<file path="src/rtl/core/flow_table_lookup_create_age_defines.svh">
// Assertion helpers for the flow table back end (flt_back).
// Each expects clk and rst to be in scope.
`ifndef FLOW_TABLE_LOOKUP_CREATE_AGE_DEFINES_SVH
`define FLOW_TABLE_LOOKUP_CREATE_AGE_DEFINES_SVH

// Consequent must hold in the same cycle as the antecedent.
`define FLT_ASSERT_IMP(label, ante, cons, msg) \
  label: assert property (@(posedge clk) disable iff (rst) (ante) |-> (cons)) else $error(msg);

// Consequent must hold in the cycle after the antecedent.
`define FLT_ASSERT_NXT(label, ante, cons, msg) \
  label: assert property (@(posedge clk) disable iff (rst) (ante) |=> (cons)) else $error(msg);

`endif

</file>
<file path="src/rtl/core/flt_pkg.sv">
package flt_pkg;

  localparam int BUCKETS_DEF   = 1024;
  localparam int MAX_FLOWS_DEF = 4096;
  localparam logic [31:0] TIMEOUT_RESET = 32'd300;

  localparam int ENTRY_W = 12;
  localparam int COUNT_W = 13;

  localparam int MIX_SHL  = 10;
  localparam int MIX_SHR  = 6;
  localparam int FIN_SHL1 = 3;
  localparam int FIN_SHR  = 11;
  localparam int FIN_SHL2 = 15;
  localparam int V6_BYTES = 16;

  localparam logic ACT_LOOKUP = 1'b0;
  localparam logic ACT_SWEEP  = 1'b1;

  typedef struct packed {
    logic        action;
    logic        is_ipv6;
    logic [63:0] src_addr_hi;
    logic [63:0] src_addr_lo;
    logic [63:0] dst_addr_hi;
    logic [63:0] dst_addr_lo;
    logic [15:0] src_port_num;
    logic [15:0] dst_port_num;
    logic [7:0]  proto_num;
    logic [31:0] now_seconds;
  } in_t;

  typedef struct packed {
    logic [ENTRY_W-1:0] entry_index;
    logic               created;
    logic               table_full;
    logic [COUNT_W-1:0] removed_count;
    logic [COUNT_W-1:0] active_flows;
    logic [31:0]        flows_created;
    logic [31:0]        collisions_seen;
  } out_t;

  // Normalized flow key as stored in the node memory.
  typedef struct packed {
    logic [63:0] src_hi;
    logic [63:0] src_lo;
    logic [63:0] dst_hi;
    logic [63:0] dst_lo;
    logic [40:0] ports_proto;
  } key_t;

  typedef struct packed {
    logic        action;
    key_t        key;
    logic [31:0] now;
  } cmd_t;

  typedef struct packed {
    key_t        key;
    logic [31:0] stamp;
  } node_t;

  function automatic logic [31:0] mix(input logic [31:0] h, input logic [31:0] v);
    logic [31:0] t;
    t = h + v;
    t = t + (t << MIX_SHL);
    t = t ^ (t >> MIX_SHR);
    return t;
  endfunction

endpackage

</file>
<file path="src/rtl/core/flt_queue.sv">
module flt_queue import flt_pkg::*; #(
  parameter int WIDTH = 8
) (
  input  logic             clk,
  input  logic             rst,
  input  logic             push,
  input  logic [WIDTH-1:0] wdata,
  input  logic             pop,
  output logic [WIDTH-1:0] rdata,
  output logic             full,
  output logic             empty
);

  logic [WIDTH-1:0] slot [2];
  logic             wp;
  logic             rp;
  logic [1:0]       cnt;

  assign full  = (cnt == 2'd2);
  assign empty = (cnt == 2'd0);
  assign rdata = slot[rp];

  always_ff @(posedge clk) begin
    if (push) begin
      slot[wp] <= wdata;
    end
  end

  always_ff @(posedge clk) begin
    if (rst) begin
      wp  <= 1'b0;
      rp  <= 1'b0;
      cnt <= 2'd0;
    end else begin
      if (push) begin
        wp <= ~wp;
      end
      if (pop) begin
        rp <= ~rp;
      end
      cnt <= cnt + {1'b0, push} - {1'b0, pop};
    end
  end

endmodule

</file>
<file path="config.mk">
export PLATFORM = sky130hd
export DESIGN_NAME = flt_queue
export DESIGN_NICKNAME = d
export VERILOG_FILES = /design/src/rtl/core/flow_table_lookup_create_age_defines.svh /design/src/rtl/core/flt_pkg.sv /design/src/rtl/core/flt_queue.sv
export SDC_FILE = /design/constraint.sdc
export NUM_CORES = 1
export LEC_CHECK = 0
export ABC_AREA = 1
export BUFFER_PORTS_ARGS = -buffer_cell sky130_fd_sc_hd__buf_2
export CAP_MARGIN = 30
export CORE_MARGIN = 2
export CORE_UTILIZATION = 49
export CTS_CLUSTER_DIAMETER = 80
export DETAILED_ROUTE_END_ITERATION = 6
export PLACE_DENSITY = 0.71
export SLEW_MARGIN = 20
export SYNTH_ARGS = -nofsm -noshare
export SYNTH_HDL_FRONTEND = slang
export SYNTH_SLANG_ARGS = --single-unit
</file>
<file path="constraint.sdc">
create_clock -name clk -period 1.45 [get_ports clk]
set_clock_uncertainty 0.05 [all_clocks]
set_input_delay 0.435 -clock clk [delete_from_list [all_inputs] [get_ports clk]]
set_output_delay 0.435 -clock clk [all_outputs]
set_load 0.05 [all_outputs]
</file>
==> results of run 1 <==
-- final timing paths --
path | from | slack, ns | to
worst max-delay path | flop | -0.28 | rdata[5]
worst min register to register | wp | 0.47 | wp
worst min-delay path | wdata[3] | 0.26 | slot[1][3]
worst max register to register | cnt[0] | 0.13 | cnt[1]
-- state kept, by name, indices dropped and copies added, names as in the netlist, named ones only --
| signal | count |
|---|---|
| rp | 1 |
| cnt | 2 |
| slot | 16 |
| wp | 1 |
-- critical path: stages, from the launching register on --
cell     delay (ns)
dfxtp_2        0.36
buf_12         0.13
mux2_4         0.31
buf_6          0.15
-- repair_timing --
action | 4_1_cts | 5_1_grt
resized for setup | 22 | 3
setup endpoints to repair | 10 | 11
cloned | 0 | 0
hold endpoints to repair | 0 | 0
-- logic make-up after synthesis --
kind of cell,after synthesis
DFF,21
and+or+nand+nor,14
buffers and inverters,9
muxes,8
adders and majority gates,2
AOI/OAI and AO/OA,1
xor gates and xnor gates,1
-- cells in the mapped netlist (all sizes together) --
cell type / instances
buf: 1
nor3: 1
edfxtp: 16
nor2: 8
nand2: 4
xnor2: 1
nand3: 1
ha: 2
inv: 8
dfxtp: 5
a21oi: 1
mux2: 8
-- power breakdown --
group | switching [uW] | internal (uW) | leakage, uW
logic | 208 | 152 | 0.000268
clock network | 165 | 103 | 0.0000177
registers | 19.4 | 693 | 0.000193
-- routing by layer --
layer	part of all wire, %	track usage [%]	vias to the layer above	routed length (microns)
met1	41	13.76	222	476
met2	51	23.43	14	599
met3	5.5	5.200	4	65
met5	0	0	-	0
met4	2.6	8.824	0	31
li1	-	-	241	-
-- stage by stage --
stage          power (uW)  hold slack [ns]   TNS (ns)
5_1_grt              1406           0.2437     -2.626
6_report             1340           0.2633     -2.208
3_5_place_dp         1034           0.4673    -0.1437
2_1_floorplan       956.8           0.4299  -0.008118
3_3_place_gp         1025           0.4481   -0.08191
4_1_cts              1345           0.2566     -2.279
-- layout make-up --
type	instances	share of cell area (%)
inverter	8	2.771
tap	16	1.848
multi-input combinational	26	20.21
clock inverter	1	0.4619
sequential	21	53.93
timing repair buffer	24	18.71
clock buffer	3	2.079
==> key figures, run 1 <==
STA
  – RSZ-0062 raised after global routing: yes
  – Final number of setup-violating endpoints: 8
  – Post-layout worst setup margin: -0.2831 ns
  – Achievable Freq: 577.0 MHz
  – Worst-margin pin slew: 0.3573 ns
  – Tmin final: 1.733 ns
  – Final worst-path cycle share: 119.5%
  – Hold Vio Cnt, Final: 0
  – Slew Viols, Final: 0
  – Slew headroom: 76.15%

Setup path
  – Crit Path Class: reg -> out
  – Worst path required time: 0.97 ns
  – R2r worst-path depth: 8
  – Worst EP arrival: roughly 1.3 ns
  – Critical Path Fanout Max: 8
  – Worst setup EP type: primary output
  – CP startpoint kind: flop

Floorplan
  – Initial Utilization: a little over half
  – I/O pin count: 22
  – Die area: 2052 sq um
  – Core region area: 1559 sq um
  – Vert. Die Dim: 45.30 microns
  – Die X-Extent: about 45 microns
  – Std-Cell Rows: 14

Job
  – Max cap viols: 0

Clock network
  – Max clock buf depth: 2
  – CTS H-Tree Depth: 1
  – Clock sinks: 21
  – Root Buffer Master: clkbuf_4
  – CTS Hold Bufs: 0
  – Clk_lat worst skew: 0.30 ns
  – Num CTS Buffers: 3
  – Setup repair bufs after CTS: 0
  – Worst-path clk slew: 0.11 ns
  – CTS tree: built

Finish
  – Synth-to-Final Area Change: 29.64%
  – Most common cell after layout, fill and taps aside: edfxtp_1
  – Commonest non-fill, non-tap cells in the layout: 16 x edfxtp_1, 11 x buf_2, 10 x buf_6
  – Sequential cell area: 584.3 sq um
  – Final Util: a little over two thirds
  – Share of cells above drive strength 1: 50.60%
  – Fillers: approximately 110
  – Combined area of the multi-input logic cells: 219.0 sq um
  – NumNets Final: between 90 and 100
  – Antenna diode count: 0
  – Design area: 1084 sq um
  – Finished Layout Cells: 99

Placement
  – Port buffer count: 21
  – Placer Congestion: 0.6728
  – Dpl cells: between 90 and 100
  – Place WS: -0.03561 ns
  – Placed inst area: 987.2 sq um
  – HPWL Detailed: a little under 900 microns

Yosys
  – Sequential share of the synthesized area: ~69%
  – Netlist cell types: 12
  – Largest cells by area after synthesis: edfxtp_1 57%, mux2_4 14%, dfxtp_1 12%
  – Number of synthesized register bits: 21
  – Synth Area in Compound Gates: 0.5988%
  – Avg Cell Area, Syn: 14.93 sq um
  – Syn_nets: 70
  – Synth Area in XOR/XNOR: 1.048%
  – Area share of fa/ha/maj cells after synthesis: 2.994%
  – Mapped Cells: 56
  – Multiplexer area fraction after synthesis: ~14%
  – Cell taking the most area after synthesis: edfxtp_1
  – Cell Area, Synth: 835.8 sq um
  – Synth warnings: 0
  – Largest family of logic cells by synthesized area: multiplexers
  – Post-Synth Simple-Gate Area: 6.587%
  – Yosys top cell area share: 57.49%

Worst hold path
  – Hold Path Class: in -> reg
  – Hold Crit Depth: 1

Routing
  – Post-route DRC violation count: 0
  – 1st-iter DRT viols: 5
  – Detailed-route via count: 481
  – Detailed Route WL: 1172 microns
  – Vias/cell: around 4.9
  – First-pass DRT Iterations: 3
  – Antenna-violating nets left: 0
  – DR WL/cell: 11.84 microns

Global routing
  – First-pass GRT wire length: 1869 microns
  – Vias in the first global route: ~470
  – Total Routing Usage GR: 13.69%
  – Initial antenna violation count: 0
  – Largest net degree at the start of global routing: 13
  – Gr ovfl total: 0

Outcome
  – Failing checks: setup timing
  – Status: finished with violations

Power and ir drop
  – PD cells: 1237 nW/um^2
  – Max VDD drop: approximately 0.75 mV
  – Static Leak: 0.0004786 uW
Power figures use the tool's default switching activity.
==> inputs of run 2 (changes only) <==
MAX_ROUTING_LAYER = met4   (was default)
==> key figures, run 2 (synthesis results as in run 1) <==
STA
  – Post-layout worst setup margin: -0.2837 ns (-0.0006640 ns)
  – Slew headroom: 76.11% (about the same)
  – Hold Vio Cnt, Final: 0 (unchanged)
  – Achievable Freq: 576.8 MHz (about the same)
  – Tmin final: 1.734 ns (+0.0006640 ns)
  – Slew Viols, Final: 0 (unchanged)
  – Final number of setup-violating endpoints: 8 (unchanged)
  – RSZ-0062 raised after global routing: yes
  – Final worst-path cycle share: 119.6% (about the same)
  – Worst-margin pin slew: 0.3579 ns (+0.0005866 ns)

Finish
  – Combined area of the multi-input logic cells: 219.0 sq um (unchanged)
  – Most common cell after layout, fill and taps aside: edfxtp_1
  – NumNets Final: 98 (unchanged)
  – Share of cells above drive strength 1: 50.60% (unchanged)
  – Largest registers in the final layout: slot: 16 flops, cnt: 2 flops
  – Sequential cell area: 584.3 sq um (unchanged)
  – Commonest non-fill, non-tap cells in the layout: 16 x edfxtp_1, 11 x buf_2, 10 x buf_6
  – Antenna diode count: 0 (unchanged)
  – Synth-to-Final Area Change: 29.64% (unchanged)
  – Most flop-heavy register: slot
  – Max reg flops: 16 (unchanged)
  – Fillers: 108 (unchanged)

Power and ir drop
  – Cell internal pwr: 947.5 uW (about the same)
  – Logic pwr share: 26.9% (about the same)
  – Reg power frac: 53.1% (about the same)
  – Clock power frac: 20.0% (about the same)
  – Switching fraction of total power: 29.35% (+0.031 points)
  – Max VDD drop: 0.7527 mV (about the same)
  – Tot Pwr: 1341 uW (about the same)
  – Static Leak: 0.0004786 uW (unchanged)
  – PD cells: 1238 nW/um^2 (about the same)
  – Switch Pwr: 393.6 uW (+0.15%)

Routing
  – First-pass DRT Iterations: 3 (unchanged)
  – Post-route DRC violation count: 0 (unchanged)
  – Antenna-violating nets left: 0 (unchanged)
  – 1st-iter DRT viols: 2 (-3)
  – DR WL/cell: 11.84 microns (unchanged)
  – Vias/cell: 4.869 (+0.21%)
  – Detailed Route WL: 1172 microns (unchanged)
  – Detailed-route via count: 482 (+0.21%)

Placement
  – Placer Congestion: 0.6794 (+0.98%)
  – Place WS: -0.03561 ns (unchanged)
  – Port buffer count: 21 (unchanged)
  – HPWL Detailed: 868.4 microns (unchanged)

Setup path
  – R2R setup slack: 0.13 ns (about the same)
  – CP startpoint kind: flop
  – Worst EP arrival: 1.25 ns (about the same)
  – Crit Path Class: reg -> out
  – R2R Path End: cnt[1]
  – RR Startpoint: cnt[0]
  – CP bufs+invs: 2 (unchanged)
  – Slowest cell delay on critical path: 0.36 ns (about the same)
  – Worst path required time: 0.97 ns (about the same)
  – Worst setup EP type: primary output
  – Largest delay share family, worst path: flip-flops
  – Critical path, cell by cell: buf_12 -> mux2_4 -> buf_6
  – Critical Path Fanout Max: 8 (unchanged)
  – R2r worst-path depth: 8 (unchanged)
  – CP max stage cell: dfxtp_2

Floorplan
  – Std-Cell Rows: 14 (unchanged)
  – Die X-Extent: 45.30 microns (unchanged)
  – I/O pin count: 22 (unchanged)
  – Initial Utilization: 53.61% (unchanged)
  – Die area: 2052 sq um (unchanged)
  – Core region area: 1559 sq um (unchanged)
  – Vert. Die Dim: 45.30 microns (unchanged)

Clock network
  – Clk_lat worst skew: 0.30 ns (about the same)
  – Num CTS Buffers: 3 (unchanged)
  – CTS Hold Bufs: 0 (unchanged)
  – Clock sinks: 21 (unchanged)
  – Root Buffer Master: clkbuf_4
  – Max clock buf depth: 2 (unchanged)
  – Worst-path clk slew: 0.11 ns (about the same)
  – CTS H-Tree Depth: 1 (unchanged)
  – CTS tree: built

Global routing
  – Vias in the first global route: 474 (+0.64%)
  – Gr ovfl total: 0 (unchanged)
  – Total Routing Usage GR: 14.02% (+0.33 points)
  – First-pass GRT wire length: 1856 microns (-0.70%)
  – Initial antenna violation count: 0 (unchanged)
  – Largest net degree at the start of global routing: 13 (unchanged)

Worst hold path
  – Min-delay src: wdata[3]
  – WHS Endpoint: slot[1][3]
  – Hold Crit Depth: 1 (unchanged)
  – Hold Path Class: in -> reg

Outcome
  – Failing checks: setup timing
  – Status: finished with violations

Job
  – Max cap viols: 0 (unchanged)
[run 2: power by group through the flow]
stage	Clock [uW]	Sequential (uW)	Combinational, uW
finish	269	712	360
global placement	0	720	305
CTS	278	710	356
detailed placement	0	722	312
floorplan	0	717	240
global route	303	716	385
[run 2: worst max path at each step]
stage,start,end,slack [ns],cells past startpoint
after global routing,flop,rdata[5],-0.32,3
after floorplan,cnt[0],empty,-0.008,1
after CTS,flop,rdata[5],-0.29,3
after global placement,flop,rdata[5],-0.02,3
after detailed placement,pop,cnt[1],-0.04,8
final,flop,rdata[5],-0.28,3
[run 2: stage by stage]
| step | cells | area [sq um] | hold WS [ns] | setup TNS (ns) | util, % |
|---|---|---|---|---|---|
| finish | 99 | 1084 | 0.2628 | -2.213 | 69.50 |
| global route | 99 | 1084 | 0.2466 | -2.598 | 69.50 |
| CTS | 99 | 1076 | 0.2566 | -2.279 | 69.02 |
| detailed placement | 95 | 987.2 | 0.4673 | -0.1437 | 63.32 |
| global placement | 95 | 987.2 | 0.4481 | -0.08191 | 63.32 |
| floorplan | 56 | 838.3 | 0.4299 | -0.008118 | - |
[run 2: final cells by class]
type / count / area share, %
clock buffer: 3 / 2.079
clock inverter: 1 / 0.4619
timing repair buffer: 24 / 18.71
sequential: 21 / 53.93
tap: 16 / 1.848
multi-input combinational: 26 / 20.21
inverter: 8 / 2.771
[run 2: layer usage]
| metal | global-route usage (%) | share of wire [%] | routed length, microns | vias up |
|---|---|---|---|---|
| met3 | 5.200 | 5.5 | 65 | 4 |
| li1 | - | - | - | 241 |
| met2 | 23.43 | 51 | 598 | 14 |
| met4 | 8.824 | 2.6 | 31 | 0 |
| met1 | 13.49 | 41 | 477 | 223 |
| met5 | - | 0 | 0 | - |
[run 2: timing repair]
action	CTS	global route
setup buffers	0	0
gates resized for setup	22	3
endpoints found under the setup margin	10	11
==> inputs of run 3 (changes only) <==
PLACE_DENSITY = 0.77   (was 0.71)
SLEW_MARGIN = 10   (was 20)
==> key figures, run 3 (synthesis results as in run 1) <==
Global routing
  – Largest net degree at the start of global routing: 12 (-1)
  – Gr ovfl total: 0 (unchanged)
  – First-pass GRT wire length: 1835 microns (-1.1%)
  – Total Routing Usage GR: 13.62% (-0.40 points)
  – Initial antenna violation count: 0 (unchanged)
  – Vias in the first global route: 445 (-6.1%)

Setup path
  – CP startpoint kind: flop
  – Crit Path Class: reg -> out
  – Largest delay share family, worst path: flip-flops
  – Slowest cell delay on critical path: 0.37 ns (about the same)
  – Worst path required time: 0.97 ns (about the same)
  – CP max stage cell: dfxtp_2
  – Worst EP arrival: 1.23 ns (-0.02 ns)
  – Worst setup EP type: primary output
  – Critical Path Fanout Max: 6 (-2)
  – Critical path, cell by cell: buf_12 -> mux2_4 -> buf_6
  – CP bufs+invs: 2 (unchanged)

STA
  – Slew headroom: 76.06% (about the same)
  – RSZ-0062 raised after global routing: yes
  – Final number of setup-violating endpoints: 9 (+1)
  – Slew Viols, Final: 0 (unchanged)
  – Final worst-path cycle share: 118.0% (-1.6 points)
  – Hold Vio Cnt, Final: 0 (unchanged)
  – Post-layout worst setup margin: -0.2604 ns (+0.02332 ns)
  – Achievable Freq: 584.7 MHz (+1.4%)
  – Hold WS: 0.2751 ns (+0.01225 ns)
  – Tmin final: 1.710 ns (-0.02332 ns)
  – Worst-margin pin slew: 0.3587 ns (+0.0008487 ns)

Floorplan
  – Initial Utilization: 53.61% (unchanged)
  – I/O pin count: 22 (unchanged)
  – Vert. Die Dim: 45.30 microns (unchanged)
  – Die X-Extent: 45.30 microns (unchanged)
  – Die area: 2052 sq um (unchanged)
  – Core region area: 1559 sq um (unchanged)
  – Std-Cell Rows: 14 (unchanged)

Finish
  – Most common cell after layout, fill and taps aside: edfxtp_1
  – Largest registers in the final layout: slot: 16 flops, cnt: 2 flops
  – Most flop-heavy register: slot
  – Finished Layout Cells: 101 (+2.0%)
  – Final Util: 72.87% (+3.4 points)
  – Synth-to-Final Area Change: 35.93%
  – Fillers: 111 (+2.8%)
  – NumNets Final: 100 (+2.0%)
  – Antenna diode count: 0 (unchanged)
  – Share of cells above drive strength 1: 56.47% (+5.9 points)
  – Max reg flops: 16 (unchanged)
  – Commonest non-fill, non-tap cells in the layout: 16 x edfxtp_1, 11 x buf_2, 10 x buf_6

Routing
  – Vias/cell: 4.960 (+1.9%)
  – First-pass DRT Iterations: 4 (+1)
  – Detailed-route via count: 501 (+3.9%)
  – Antenna-violating nets left: 0 (unchanged)
  – 1st-iter DRT viols: 11 (+9)
  – DR WL/cell: 12.34 microns (+4.2%)
  – Detailed Route WL: 1246 microns (+6.3%)
  – Post-route DRC violation count: 0 (unchanged)

Power and ir drop
  – Tot Pwr: 1381 uW (+3.0%)
  – Max VDD drop: 0.8749 mV (+16%)
  – Static Leak: 0.0004896 uW (+2.3%)
  – PD cells: 1215 nW/um^2 (-1.8%)

Clock network
  – CTS tree: built
  – Clk_lat worst skew: 0.29 ns (about the same)
  – Worst-path clk slew: 0.10 ns (about the same)
  – Clock sinks: 21 (unchanged)
  – Max clock buf depth: 2 (unchanged)
  – Root Buffer Master: clkbuf_4
  – CTS H-Tree Depth: 1 (unchanged)
  – Num CTS Buffers: 3 (unchanged)

Placement
  – Dpl cells: 97 (+2.1%)
  – Placer Congestion: 0.7749 (+14%)
  – HPWL Detailed: 872.5 microns (+0.47%)
  – Port buffer count: 21 (unchanged)
  – Place WS: -0.05741 ns (-0.02180 ns)

Job
  – Max cap viols: 0 (unchanged)

Outcome
  – Status: finished with violations
  – Failing checks: setup timing

Worst hold path
  – Hold Path Class: in -> reg
## run 3: cell count changes in the layout (fill, tap and decap cells not counted), sizes merged
cell and change:
buf +2, clkbuf +1, clkinv -1
## run 3: timing repair
item                                    4_1_cts  5_1_grt
cloned                                        0        0
hold buffers                                  0        0
endpoints found under the setup margin       10       11
buffers inserted                              0        0
pin swaps                                     1        2
resized for setup                            24       12
## run 3: final timing paths
path | from | end | slack (ns) | cells past startpoint
setup / recovery | flop | rdata[0] | -0.26 | 3
hold / removal | wdata[1] | slot[1][1] | 0.28 | 1
setup reg to reg | cnt[0] | cnt[1] | 0.07 | 9
hold reg to reg | wp | wp | 0.47 | 2
## run 3: stage by stage
step | setup TNS [ns] | instance area [sq um]
after CTS | -2.155 | 1096
after global routing | -2.462 | 1136
after global placement | -0.1511 | 1002
after detailed placement | -0.2738 | 1002
final | -2.089 | 1136
after floorplan | -0.008118 | 838.3
## run 3: worst register-to-register path, cell delays in order, from the launching register on
cell and delay [ns]:
dfxtp_4 0.40, inv_1 0.05, ha_1 0.26, inv_1 0.10, ha_4 0.15, inv_2 0.04
nand2_2 0.08, nand3_1 0.07, nand2_1 0.06, nor2_1 0.04
## run 3: routing by layer
metal  vias to the layer above  wire length (microns)  GRT usage [%]
li1                        247                      -              -
met1                       232                    529          15.20
met2                        20                    654          23.14
met3                         2                     53          2.400
met4                         0                      9          7.059
met5                         -                      0              -
## run 3: cell type report
cell class	count	area, sq um	area share, %
inverters	8	32.53	2.863
well taps	16	20.02	1.762
flip-flops and latches	21	589.3	51.87
repair buffers	26	217.7	19.16
multi-input cells	26	250.2	22.03
clock buffers	4	26.28	2.313
## run 3: report_power, final
part / leakage [uW] / switching (uW) / internal (uW)
clock: 0.0000150 / 155 / 107
sequential: 0.000193 / 28.6 / 694
combinational: 0.000281 / 224 / 173
