===== src/rtl/core/flow_table_lookup_create_age_defines.svh =====
// Assertion helpers for the flow table back end (flt_back).
// Each expects clk and rst to be in scope.
`ifndef FLOW_TABLE_LOOKUP_CREATE_AGE_DEFINES_SVH
`define FLOW_TABLE_LOOKUP_CREATE_AGE_DEFINES_SVH

// Consequent must hold in the same cycle as the antecedent.
`define FLT_ASSERT_IMP(label, ante, cons, msg) \
  label: assert property (@(posedge clk) disable iff (rst) (ante) |-> (cons)) else $error(msg);

// Consequent must hold in the cycle after the antecedent.
`define FLT_ASSERT_NXT(label, ante, cons, msg) \
  label: assert property (@(posedge clk) disable iff (rst) (ante) |=> (cons)) else $error(msg);

`endif


===== src/rtl/core/flt_pkg.sv =====
package flt_pkg;

  localparam int BUCKETS_DEF   = 1024;
  localparam int MAX_FLOWS_DEF = 4096;
  localparam logic [31:0] TIMEOUT_RESET = 32'd300;

  localparam int ENTRY_W = 12;
  localparam int COUNT_W = 13;

  localparam int MIX_SHL  = 10;
  localparam int MIX_SHR  = 6;
  localparam int FIN_SHL1 = 3;
  localparam int FIN_SHR  = 11;
  localparam int FIN_SHL2 = 15;
  localparam int V6_BYTES = 16;

  localparam logic ACT_LOOKUP = 1'b0;
  localparam logic ACT_SWEEP  = 1'b1;

  typedef struct packed {
    logic        action;
    logic        is_ipv6;
    logic [63:0] src_addr_hi;
    logic [63:0] src_addr_lo;
    logic [63:0] dst_addr_hi;
    logic [63:0] dst_addr_lo;
    logic [15:0] src_port_num;
    logic [15:0] dst_port_num;
    logic [7:0]  proto_num;
    logic [31:0] now_seconds;
  } in_t;

  typedef struct packed {
    logic [ENTRY_W-1:0] entry_index;
    logic               created;
    logic               table_full;
    logic [COUNT_W-1:0] removed_count;
    logic [COUNT_W-1:0] active_flows;
    logic [31:0]        flows_created;
    logic [31:0]        collisions_seen;
  } out_t;

  // Normalized flow key as stored in the node memory.
  typedef struct packed {
    logic [63:0] src_hi;
    logic [63:0] src_lo;
    logic [63:0] dst_hi;
    logic [63:0] dst_lo;
    logic [40:0] ports_proto;
  } key_t;

  typedef struct packed {
    logic        action;
    key_t        key;
    logic [31:0] now;
  } cmd_t;

  typedef struct packed {
    key_t        key;
    logic [31:0] stamp;
  } node_t;

  function automatic logic [31:0] mix(input logic [31:0] h, input logic [31:0] v);
    logic [31:0] t;
    t = h + v;
    t = t + (t << MIX_SHL);
    t = t ^ (t >> MIX_SHR);
    return t;
  endfunction

endpackage


===== src/rtl/core/flt_front.sv =====
module flt_front import flt_pkg::*; #(
  parameter int BUCKETS = BUCKETS_DEF,
  localparam int BKT_W = $clog2(BUCKETS)
) (
  input  logic             clk,
  input  logic             rst,
  input  logic             start,
  input  in_t              item,
  input  logic             q_full,
  output logic             push,
  output cmd_t             push_cmd,
  output logic [BKT_W-1:0] push_bkt
);

  typedef enum logic [3:0] {
    F_IDLE = 4'b0001,
    F_MIX  = 4'b0010,
    F_FIN  = 4'b0100,
    F_PUSH = 4'b1000
  } fstate_t;

  fstate_t          state;
  cmd_t             cmd;
  logic             v6;
  logic [15:0]      sp;
  logic [15:0]      dp;
  logic [7:0]       pr;
  logic [31:0]      h;
  logic [5:0]       step;

  logic [5:0]       base;
  logic [31:0]      mix_val;
  logic [3:0]       bidx;
  logic [63:0]      word;
  logic [5:0]       sh;

  assign base = v6 ? 6'(2 * V6_BYTES) : 6'd2;
  assign bidx = step[4:1];
  assign sh   = {~bidx[2:0], 3'b000};

  always_comb begin
    if (step[0] == 1'b0) begin
      word = bidx[3] ? cmd.key.src_lo : cmd.key.src_hi;
    end else begin
      word = bidx[3] ? cmd.key.dst_lo : cmd.key.dst_hi;
    end
    mix_val = 32'd0;
    if (step < base) begin
      if (v6) begin
        mix_val = {24'd0, 8'(word >> sh)};
      end else begin
        mix_val = step[0] ? cmd.key.dst_lo[31:0] : cmd.key.src_lo[31:0];
      end
    end else if (step == base) begin
      mix_val = {16'd0, sp};
    end else if (step == base + 6'd1) begin
      mix_val = {16'd0, dp};
    end else begin
      mix_val = {24'd0, pr};
    end
  end

  always_ff @(posedge clk) begin
    if (rst) begin
      state <= F_IDLE;
    end else begin
      case (state)
        F_IDLE: begin
          if (start) begin
            cmd.action          <= item.action;
            cmd.now             <= item.now_seconds;
            cmd.key.ports_proto <= {item.is_ipv6, item.src_port_num,
                                    item.dst_port_num, item.proto_num};
            // IPv4 keys keep only the low 32 bits of the low address words
            cmd.key.src_hi <= item.is_ipv6 ? item.src_addr_hi : 64'd0;
            cmd.key.dst_hi <= item.is_ipv6 ? item.dst_addr_hi : 64'd0;
            cmd.key.src_lo <= item.is_ipv6 ? item.src_addr_lo
                                           : {32'd0, item.src_addr_lo[31:0]};
            cmd.key.dst_lo <= item.is_ipv6 ? item.dst_addr_lo
                                           : {32'd0, item.dst_addr_lo[31:0]};
            v6   <= item.is_ipv6;
            sp   <= item.src_port_num;
            dp   <= item.dst_port_num;
            pr   <= item.proto_num;
            h    <= 32'd0;
            step <= 6'd0;
            state <= (item.action == ACT_SWEEP) ? F_PUSH : F_MIX;
          end
        end
        F_MIX: begin
          h <= mix(h, mix_val);
          if (step == base + 6'd2) begin
            step  <= 6'd0;
            state <= F_FIN;
          end else begin
            step <= step + 6'd1;
          end
        end
        F_FIN: begin
          case (step[1:0])
            2'd0:    h <= h + (h << FIN_SHL1);
            2'd1:    h <= h ^ (h >> FIN_SHR);
            default: h <= h + (h << FIN_SHL2);
          endcase
          step <= step + 6'd1;
          if (step[1:0] == 2'd2) begin
            state <= F_PUSH;
          end
        end
        F_PUSH: begin
          if (!q_full) begin
            state <= F_IDLE;
          end
        end
        default: state <= F_IDLE;
      endcase
    end
  end

  assign push     = (state == F_PUSH) && !q_full;
  assign push_cmd = cmd;
  // BUCKETS must be a power of two, unchecked; low hash bits are the bucket
  assign push_bkt = h[BKT_W-1:0];

endmodule


===== config.mk =====
export PLATFORM = sky130hd
export DESIGN_NAME = flt_front
export DESIGN_NICKNAME = d
export VERILOG_FILES = /design/src/rtl/core/flow_table_lookup_create_age_defines.svh /design/src/rtl/core/flt_pkg.sv /design/src/rtl/core/flt_front.sv
export SDC_FILE = /design/constraint.sdc
export NUM_CORES = 1
export LEC_CHECK = 0
export ABC_AREA = 0
export BUFFER_PORTS_ARGS = -buffer_cell sky130_fd_sc_hd__buf_2
export CORE_MARGIN = 2
export CORE_UTILIZATION = 30
export DETAILED_ROUTE_END_ITERATION = 16
export PLACE_DENSITY_LB_ADDON = 0.3
export SKIP_CTS_REPAIR_TIMING = 1
export SYNTH_ARGS = -nofsm -noshare
export SYNTH_HDL_FRONTEND = slang
export SYNTH_SLANG_ARGS = --single-unit

===== constraint.sdc =====
create_clock -name clk -period 79.6 [get_ports clk]
set_input_delay 15.92 -clock clk [delete_from_list [all_inputs] [get_ports clk]]
set_output_delay 15.92 -clock clk [all_outputs]
set_load 0.05 [all_outputs]

==> impl_summary.log, run 1 <==
INFO  metric crit_chain = buf_2, nor4bb_1, buf_2
INFO  metric crit_slowest_cell = sky130_fd_sc_hd__buf_2
INFO  metric worstSetupEndpointType = output port
INFO  metric fin_nets = around 2,800
INFO  metric cts_made_buffers = 42
INFO  metric final.min_clock_period = 32.51 ns
INFO  metric flop_and_latch_count_out_of_synthesis = about 370
INFO  metric vias_per_cell = roughly 5.3
INFO  metric synth.cell_area = 21,200 um^2
INFO  metric crit_buf_inv = 2
INFO  metric clock_transition_time_at_the_flip_flop_clock_pins_of_the_worst_setup_and_hold_paths = ~0.060 ns
INFO  metric worst_clock_skew = ~0.013 ns
INFO  metric floorplan.die.width = between 200 and 300 um
INFO  metric die_h = approximately 270 um
INFO  metric critPathKind = input pin to output port
INFO  metric clock_latency = between 0.5 and 0.6 ns
INFO  metric cts_tree = built
INFO  metric fillerInstances = around 6,900
INFO  metric timing.fmax = 0.0308 GHz
INFO  metric synthesis.nets = roughly 2,100
INFO  metric antenna_found_initial = 34
INFO  metric post_synth_mux_area_share = roughly a tenth
INFO  metric synth_edf_count = around 370
INFO  metric global_placement_routability_congestion = around 1.1
INFO  metric routedWlPerCell = 29.0 um
INFO  metric worstHoldPathType = register to register
INFO  metric total_negative_slack_for_setup_checks = 0 ns
INFO  metric dp.final_hpwl = 78,100 um
INFO  metric post-place-ws = between 40 and 50 ns
INFO  metric rsz_0062_raised_after_global_routing = false
INFO  metric ys.warnings.count = 0
INFO  metric synthTopCellsByArea = sky130_fd_sc_hd__edfxtp_1 (52%), sky130_fd_sc_hd__ha_1 (6.0%), sky130_fd_sc_hd__and2_1 (5.7%)
INFO  metric utilization_of_the_core_after_routing = 38.3%
INFO  metric postSynthAreaPerCell = around 13 um^2
INFO  metric synthMostInstantiatedCell = sky130_fd_sc_hd__edfxtp_1
INFO  metric timing.max_slew.rel_slack = between 20 and 25%
INFO  metric num_io_pins = about 680
INFO  metric largest_buffer_count_on_any_clock_path = 3
INFO  metric drt_iter0_markers = roughly 1,700
INFO  metric first_global_vias = 17,651
INFO  metric met2RoutedLength = 46,200 um
INFO  metric global_route.usage.total = about a quarter
INFO  metric maxUsedRoutingLayer = met5
INFO  metric root_buffer = sky130_fd_sc_hd__clkbuf_16
INFO  metric worst_path_dominant_cell_family = buffers and inverters
INFO  metric synth_sequential_area_ratio = between 50 and 60%
INFO  metric route.met3.wl = between 7000 and 8000 um
INFO  metric cpMostUsedCell = sky130_fd_sc_hd__buf_2
INFO  metric sequential_cell_area = ~11,000 um^2
INFO  metric drc_markers = 0
INFO  metric grt_max_degree = ~180
INFO  metric synth_async_sr_flop_share = 0%
INFO  metric fin_crit_sh = 40.8%
INFO  metric grt_pass1_wl = roughly 130,000 um
INFO  metric floorplan.initialDensity = 30.3%
INFO  metric timing.critical_path.arrival = approximately 17 ns
INFO  metric critPathRequiredTime = 63.68 ns
INFO  metric crit_path_start_kind = input pin
INFO  metric totalWireLength = between 90,000 and 100,000 um
INFO  metric synth_xor_area_share = 5.36%
INFO  metric leading_cell_types_by_count_after_synthesis = sky130_fd_sc_hd__edfxtp_1 (368), sky130_fd_sc_hd__and2_1 (193), sky130_fd_sc_hd__ha_1 (102)
INFO  metric ir_worst_vdd = between 0.02 and 0.025 mV
INFO  metric report.power.total = around 0.0013 W
INFO  metric slew_violations = 0
INFO  metric synth_top_cell_by_area = sky130_fd_sc_hd__edfxtp_1
INFO  metric port_buffers = between 600 and 700
INFO  metric max_slew.worst_pin.slew = ~1.1 ns
INFO  metric dr_total_vias = about 17,000
INFO  metric drtAntennaViolNets = 0
INFO  metric p_per_area = 47.6 nW/um^2
INFO  metric num_rows = slightly below 100
INFO  metric final_setup_fails = 0
INFO  metric detail_route.first_pass.iterations = 6
INFO  metric cp_slowest_stage_delay = between 0.3 and 0.4 ns
INFO  metric main_combinational_cell_family_by_area_after_synthesis = compound AO/OA/AOI/OAI gates
INFO  metric ys_types = between 80 and 90
INFO  metric postPlaceCellArea = approximately 25,000 um^2
INFO  metric synth-main-ff-cell = sky130_fd_sc_hd__edfxtp_1
INFO  metric report.final.hold_viol_count = 0
INFO  metric multi_input_area = 9610 um^2
INFO  metric maxCapViolations = 0
INFO  metric final.setup.worst_slack = 47.09 ns
INFO  metric die_area = 72,900 um^2
INFO  metric post_synth_fa_ha_maj_area_fraction = 6.39%
INFO  metric grt_overflow_total = 0
INFO  metric run_status = completed
INFO  metric core_region_area = approximately 70,000 um^2
INFO  metric finished_cell_area = 26,800 um^2
INFO  metric total_leakage_power = around 11 nW
INFO  metric post_route_cells_drive_above_1_share = between 30% and 40%
INFO  metric synth-compound-area-share = about an eighth
INFO  metric route.layer.met1.wl = 38,800 um
INFO  metric area_growth = 26.5%
INFO  metric synthesis.instances = ~1,700
INFO  metric synthDominantCellAreaShare = between 50% and 60%
INFO  metric h_tree_levels = 2
INFO  metric clock_sinks = about 370
INFO  metric synth_simple_gate_area_share = ~11%
INFO  metric worstPathMaxFanout = 2
==> sequential cells by signal, indices dropped and copies added, names as in the netlist <==
signal / cells
h: 32
push_cmd: 330
state: 4
step: 6
==> tightest hold or removal path: cells and delay by family, from the launching register on <==
| kind | cells | cell delay [ns] |
|---|---|---|
| simple gates | 1 | 0.14 |
| compound gates | 1 | 0.05 |
| flops | 1 | 0.40 |
==> power breakdown <==
part | internal, W | switching (W) | leakage (nW) | total [W]
Clock | 0.000108 | 0.0000840 | 0.638 | 0.000192
Sequential | 0.000264 | 0.0000479 | 3.47 | 0.000312
Combinational | 0.000284 | 0.000488 | 6.80 | 0.000772
Total | 0.000657 | 0.000620 | 10.9 | 0.00128
==> per-stage QoR <==
| stage | std cells | hold slack (ns) |
|---|---|---|
| 3_5_place_dp | 3224 | 0.635 |
| 4_1_cts | 3301 | 0.643 |
| 3_3_place_gp | 3224 | 0.610 |
| 2_1_floorplan | 1684 | 0.524 |
| 6_report | 3310 | 0.643 |
| 5_1_grt | 3306 | 0.681 |
==> path summary, 6_finish.rpt <==
| check | start | end | slack, ns | cells after the start |
|---|---|---|---|---|
| setup reg to reg | step[4] | h[24] | 70.53 | 31 |
| hold / removal | state[3] | state[3] | 0.64 | 2 |
| hold reg to reg | state[3] | state[3] | 0.64 | 2 |
| setup / recovery | q_full | push | 47.09 | 3 |
==> layer usage <==
metal	track usage, %	vias to the layer above
met5	0	-
met3	5.86	172
li1	-	7733
met2	42.8	789
met1	32.8	8748
met4	7.57	30
==> cell families after synthesis <==
group,count (synthesis)
xor gates and xnor gates,129
AOI/OAI and AO/OA,391
muxes,134
adders and majority gates,106
and+or+nand+nor,441
buffers and inverters,111
DFF,372
==> placed cells by master (no fill, tap or decap), drive strengths merged, types with 11 or more instances in the layout <==
cell type and n:
a211oi 16, a21o 40, a21oi 95, a22oi 14
and2 194, buf 685, clkbuf 57, clkinv 16
edfxtp 368, ha 102, inv 26, mux2 11
mux2i 70, mux4 53, nand2 65, nand2b 13
nand3 19, nor2 84, nor2b 11, nor3 23
o211ai 13, o21a 17, o21ai 68, o221ai 26
o22ai 27, o31ai 13, xnor2 83, xor2 46
==> final cells by class <==
| class | count | area share, % |
|---|---|---|
| sequential | 372 | 41.5 |
| tap | 940 | 4.38 |
| clock inverter | 20 | 0.653 |
| multi-input combinational | 1201 | 35.8 |
| clock buffer | 57 | 4.28 |
| inverter | 26 | 0.364 |
| antenna | 9 | 0.0839 |
| timing repair buffer | 685 | 13.0 |
Power figures use the tool's default switching activity.
==> run 2, diff against run 1 <==
Clock period 79.6 ns to 26.8 ns, I/O delays scaled along.
==> run 2 against run 1 <==
  * Sequential cell count is the same
  * Global-route usage shrank 0.17 points
  * Clock power rose to 3.0 times the previous value
  * Clock skew increased by 0.0062 ns
  * Critical path depth unchanged
  * Cell count grew 0.12%
  * First-iteration DRC count increased by 3.4%
  * Largest cell class unchanged
  * Die area did not move
  * Register-to-register slack worse by 52 ns
  * Worst hold slack worse by 0.028 ns
==> impl_summary.log, run 2 (same netlist as run 1, synthesis figures left out) <==
INFO  metric run_status = completed
INFO  metric postPlaceCellArea = 25,500 um^2
INFO  metric timing.critical_path.arrival = roughly 6 ns
INFO  metric timing.hold.ws = 0.615 ns
INFO  metric layout_commonest_cell = sky130_fd_sc_hd__buf_2
INFO  metric share_seq_of_total_power = between 20% and 30%
INFO  metric portion_of_total_power_attributed_to_the_clock_network = between 15 and 20%
INFO  metric max_slew.worst_pin.slew = 1.05 ns
INFO  metric fin_nets = 2,772
INFO  metric maxUsedRoutingLayer = met5
INFO  metric worstHoldPathType = register to register
INFO  metric crit_path_start_kind = input pin
INFO  metric p_per_area = roughly 140 nW/um^2
INFO  metric worst_hold_startpoint = state[3]
INFO  metric port_buffers = just under 700
INFO  metric dp.final_hpwl = about 80,000 um
INFO  metric die_area = between 70,000 and 80,000 um^2
INFO  metric clock_transition_time_at_the_flip_flop_clock_pins_of_the_worst_setup_and_hold_paths = roughly 0.07 ns
INFO  metric worstPathMaxFanout = 2
INFO  metric min_to = state[3]
INFO  metric maxCapViolations = 0
INFO  metric critPathRequiredTime = around 21 ns
INFO  metric num_io_pins = ~680
INFO  metric drc_markers = 0
INFO  metric cpMostUsedCell = sky130_fd_sc_hd__buf_2
INFO  metric grt_overflow_total = 0
INFO  metric layout_common_cells = sky130_fd_sc_hd__buf_2 (673), sky130_fd_sc_hd__edfxtp_1 (368), sky130_fd_sc_hd__and2_1 (193)
INFO  metric fin_crit_sh = about 43%
INFO  metric worst_clock_skew = 0.0192 ns
INFO  metric grt_pass1_wl = between 100,000 and 150,000 um
INFO  metric floorplan.initialDensity = 30.3%
INFO  metric number_of_cells_on_the_worst_hold_path = 2
INFO  metric detail_route.first_pass.iterations = 5
INFO  metric finished_cell_area = roughly 27,000 um^2
INFO  metric critical_path.reg2reg.endpoint = h[24]
INFO  metric timing.max_slew.rel_slack = between 30% and 40%
INFO  metric area_growth = 26.8%
INFO  metric fillerInstances = ~6,800
INFO  metric route.layer.met1.wl = around 40,000 um
INFO  metric clock_sinks = 372
INFO  metric timing.fmax = 0.0878 GHz
INFO  metric start_of_the_worst_register_to_register_path = step[4]
INFO  metric crit_buf_inv = 2
INFO  metric cts_made_buffers = 43
INFO  metric grt_max_degree = 103
INFO  metric reg2reg_setup_slack = between 15 and 20 ns
INFO  metric die_h = 270 um
INFO  metric global_route.usage.total = 25.4%
INFO  metric worstSetupEndpointType = output port
INFO  metric switching_share = a little under 50%
INFO  metric root_buffer = sky130_fd_sc_hd__clkbuf_16
INFO  metric post_route_cells_drive_above_1_share = a little over a third
INFO  metric final.min_clock_period = ~11 ns
INFO  metric dr_total_vias = ~17,000
INFO  metric total_leakage_power = around 11 nW
INFO  metric worst_path_dominant_cell_family = buffers and inverters
INFO  metric floorplan.die.width = 270 um
INFO  metric largest_register_ff_count = 330
INFO  metric cp_slowest_stage_delay = about 0.31 ns
INFO  metric slew_violations = 0
INFO  metric routedWlPerCell = slightly below 30 um
INFO  metric h_tree_levels = 2
INFO  metric core_region_area = 70,000 um^2
INFO  metric worst_r2r_path_depth = 32
INFO  metric num_rows = 97
INFO  metric crit_chain = buf_2, nor4bb_1, buf_2
INFO  metric total_negative_slack_for_setup_checks = 0 ns
INFO  metric met2RoutedLength = between 40,000 and 50,000 um
INFO  metric first_global_vias = 17,264
INFO  metric total_switching_power = about 0.0018 W
INFO  metric global_placement_routability_congestion = 1.04
INFO  metric final_setup_fails = 0
INFO  metric vias_per_cell = about 5.2
INFO  metric drtAntennaViolNets = 0
INFO  metric rsz_0062_raised_after_global_routing = false
INFO  metric clock_latency = between 0.5 and 0.6 ns
INFO  metric crit_slowest_cell = sky130_fd_sc_hd__buf_2
INFO  metric critPathKind = input pin to output port
INFO  metric largest_buffer_count_on_any_clock_path = 3
INFO  metric totalWireLength = 96,100 um
INFO  metric report.power.total = 0.00381 W
INFO  metric report.final.hold_viol_count = 0
INFO  metric route.met3.wl = 7740 um
INFO  metric antenna_found_initial = 26
INFO  metric internal-power = between 0.0015 and 0.002 W
INFO  metric ir_worst_vdd = between 0.08 and 0.09 mV
INFO  metric cts_tree = built
INFO  metric relative_contribution_of_combinational_cells_to_total_power = between 60% and 70%
INFO  metric drt_iter0_markers = 1,708
## run 2: final cells by class
class	count	area (um^2)	share of cell area (%)
diodes	11	27.5	0.102
clock buffers	48	1090	4.07
clock inverters	28	255	0.949
inverters	26	97.6	0.363
multi-input cells	1201	9620	35.8
flip-flops and latches	372	11100	41.4
well taps	940	1180	4.37
repair buffers	688	3490	13.0
## run 2: worst max path at each step
stage / start / endpoint / slack (ns) / cells past startpoint
finish: q_full / push / 15.41 / 3
global route: q_full / push / 15.37 / 3
CTS: q_full / push / 15.42 / 3
detailed placement: q_full / push / 15.43 / 3
global placement: q_full / push / 15.34 / 3
floorplan: rst / push_cmd[0] / 8.04 / 1
## run 2: tightest hold or removal path, cell delays in order, from the launching register on
cell and delay, ns:
sky130_fd_sc_hd__dfxtp_1 0.39, sky130_fd_sc_hd__nor2_1 0.13, sky130_fd_sc_hd__a211oi_1 0.05
## run 2: routing by layer
layer | track usage, % | up-vias
met2 | 42.6 | 759
met3 | 5.86 | 131
li1 | - | 7749
met5 | 0 | -
met1 | 33.2 | 8732
met4 | 5.76 | 16
## run 2: per-stage QoR
stage	setup WS, ns	util, %	instances
2_1_floorplan	8.04	-	1684
3_3_place_gp	15.34	36.4	3227
3_5_place_dp	15.43	36.4	3227
4_1_cts	15.42	38.4	3303
5_1_grt	15.37	38.4	3308
6_report	15.41	38.4	3314
## run 2: power by group through the flow
stage / registers [W] / clock network [W] / logic (W)
3_5_place_dp: 0.000939 / 0 / 0.00227
4_1_cts: 0.000928 / 0.000586 / 0.00228
6_report: 0.000930 / 0.000579 / 0.00230
5_1_grt: 0.000938 / 0.000602 / 0.00246
2_1_floorplan: 0.00115 / 0 / 0.00147
3_3_place_gp: 0.000937 / 0 / 0.00224
==> run 3, diff against run 2 <==
Clock period 26.8 ns to 9.4 ns, I/O delays scaled along.
==> run 3 against run 2 <==
  * Non-clock buffer count rose by 5
  * Global-route usage rose by 0.95 points
  * First-iteration DRC count rose by 5.0%
  * Critical endpoint is now h[24]
  * Combinational power rose to 2.9 times the previous value
  * Clock skew fell by 0.0084 ns
  * Sequential share of layout area fell by 0.15 points
  * Largest power group unchanged
  * Worst hold slack improved by 0.0025 ns
  * Count of clock-buffer cells in the layout did not move
  * Power rose to 2.9 times the previous value
==> impl_summary.log, run 3 (same netlist as run 1, synthesis figures left out) <==
INFO  metric run_status = completed
INFO  metric global_route.usage.total = between 20% and 30%
INFO  metric grt_max_degree = ~150
INFO  metric cts_tree = built
INFO  metric postPlaceCellArea = roughly 26,000 um^2
INFO  metric final_cells = roughly 3,300
INFO  metric vias_per_cell = 5.37
INFO  metric fin_nets = approximately 2,800
INFO  metric global_placement_routability_congestion = 1.01
INFO  metric first_global_vias = between 15,000 and 20,000
INFO  metric dr_total_vias = roughly 18,000
INFO  metric dp.final_hpwl = 82,300 um
INFO  metric die_h = between 200 and 300 um
INFO  metric post_route_cells_drive_above_1_share = about 36%
INFO  metric total_leakage_power = approximately 11 nW
INFO  metric fin_crit_sh = between 80% and 90%
INFO  metric antenna_found_initial = 32
INFO  metric floorplan.die.width = ~270 um
INFO  metric floorplan.initialDensity = roughly 30%
INFO  metric grt_overflow_total = 0
INFO  metric start_of_the_worst_register_to_register_path = step[0]
INFO  metric root_buffer = sky130_fd_sc_hd__clkbuf_16
INFO  metric detail_route.first_pass.iterations = 5
INFO  metric report.power.total = 0.0111 W
INFO  metric totalWireLength = about 99,000 um
INFO  metric grt_pass1_wl = 136,000 um
INFO  metric clock_transition_time_at_the_flip_flop_clock_pins_of_the_worst_setup_and_hold_paths = 0.07 ns
INFO  metric slew_violations = 0
INFO  metric core_region_area = between 70,000 and 80,000 um^2
INFO  metric timing.critical_path.arrival = 8.39 ns
INFO  metric worstPathMaxFanout = 21
INFO  metric area_growth = 27.2%
INFO  metric largest_register_ff_count = 330
INFO  metric maxCapViolations = 0
INFO  metric cp_slowest_stage_delay = 0.62 ns
INFO  metric worst_hold_startpoint = state[3]
INFO  metric number_of_cells_on_the_worst_hold_path = 2
INFO  metric portion_of_total_power_attributed_to_the_clock_network = about 15%
INFO  metric clock_sinks = around 370
INFO  metric h_tree_levels = 2
INFO  metric cts_made_buffers = 41
INFO  metric drt_iter0_markers = 1,793
INFO  metric port_buffers = between 600 and 700
INFO  metric share_seq_of_total_power = between 20% and 30%
INFO  metric crit_slowest_cell = sky130_fd_sc_hd__o311ai_0
INFO  metric drc_markers = 0
INFO  metric placed_cells_incl_taps = roughly 3,200
INFO  metric critPathKind = register to register
INFO  metric die_area = approximately 73,000 um^2
INFO  metric crit_path_start_kind = register
INFO  metric num_io_pins = 675
INFO  metric largest_buffer_count_on_any_clock_path = 3
INFO  metric timing.max_slew.rel_slack = between 20% and 30%
INFO  metric final_setup_fails = 0
INFO  metric final.min_clock_period = approximately 8 ns
INFO  metric total_switching_power = 0.00542 W
INFO  metric worst_r2r_path_depth = 31
INFO  metric switching_share = about half
INFO  metric max_slew.worst_pin.slew = about 1.1 ns
INFO  metric routedWlPerCell = 29.9 um
INFO  metric report.final.hold_viol_count = 0
INFO  metric setup.worst_path.start = step[0]
INFO  metric rsz_0062_raised_after_global_routing = false
INFO  metric layout_common_cells = sky130_fd_sc_hd__buf_2 (673), sky130_fd_sc_hd__edfxtp_1 (368), sky130_fd_sc_hd__and2_1 (193)
INFO  metric relative_contribution_of_combinational_cells_to_total_power = 60.7%
INFO  metric internal-power = 0.00567 W
INFO  metric worstHoldPathType = register to register
INFO  metric layout_commonest_cell = sky130_fd_sc_hd__buf_2
INFO  metric cpMostUsedCell = sky130_fd_sc_hd__o21ai_0
INFO  metric num_rows = just under 100
INFO  metric p_per_area = 411 nW/um^2
INFO  metric drtAntennaViolNets = 0
INFO  metric finished_cell_area = ~27,000 um^2
INFO  metric worstSetupEndpointType = register
INFO  metric timing.fmax = 0.124 GHz
INFO  metric worst_clock_skew = around 0.011 ns
INFO  metric ir_worst_vdd = 0.306 mV
INFO  metric clock_latency = approximately 0.56 ns
INFO  metric critPathRequiredTime = 9.70 ns
==> run 3: cell type report <==
cell class / instances / area [um^2]
antenna: 7 / 17.5
clock buffer: 48 / 1050
clock inverter: 26 / 318
fill: 6836 / 43000
inverter: 26 / 97.6
multi-input combinational: 1201 / 9620
sequential: 372 / 11100
tap: 940 / 1180
timing repair buffer: 693 / 3580
==> run 3: metrics by stage <==
step	setup WS, ns	utilization [%]	hold WS [ns]	setup TNS, ns
detailed placement	1.53	36.6	0.603	0
global placement	1.70	36.6	0.577	0
global route	0.746	38.5	0.662	0
floorplan	-1.26	-	0.524	-416.67
finish	1.31	38.5	0.618	0
CTS	1.45	38.5	0.612	0
==> run 3: power by group through the flow <==
| stage | logic [W] | clock network, W | registers, W |
|---|---|---|---|
| 3_3_place_gp | 0.00662 | 0 | 0.00269 |
| 2_1_floorplan | 0.00420 | 0 | 0.00324 |
| 6_report | 0.00672 | 0.00169 | 0.00267 |
| 5_1_grt | 0.00720 | 0.00178 | 0.00268 |
| 3_5_place_dp | 0.00664 | 0 | 0.00269 |
| 4_1_cts | 0.00667 | 0.00172 | 0.00265 |
==> run 3: per-layer routing <==
metal	up-vias	GRT usage, %	part of all wire [%]
li1	7751	-	-
met1	8953	34.1	40
met2	921	44.8	49
met3	127	6.34	8.9
met4	24	5.03	1.9
met5	-	0	0.16
==> run 3: critical path, delay by kind of cell (launching register included) <==
| family | cells | cell delay (ns) |
|---|---|---|
| AOI/OAI and AO/OA | 18 | 4.55 |
| adders and majority gates | 3 | 0.98 |
| and+or+nand+nor | 5 | 0.75 |
| xor gates and xnor gates | 3 | 0.62 |
| DFF | 1 | 0.59 |
| buffers and inverters | 2 | 0.33 |
==> run 3: final timing paths <==
| kind | end | slack, ns |
|---|---|---|
| hold / removal | state[3] | 0.62 |
| setup / recovery | h[24] | 1.31 |
| hold reg to reg | state[3] | 0.62 |
| setup reg to reg | h[24] | 1.31 |
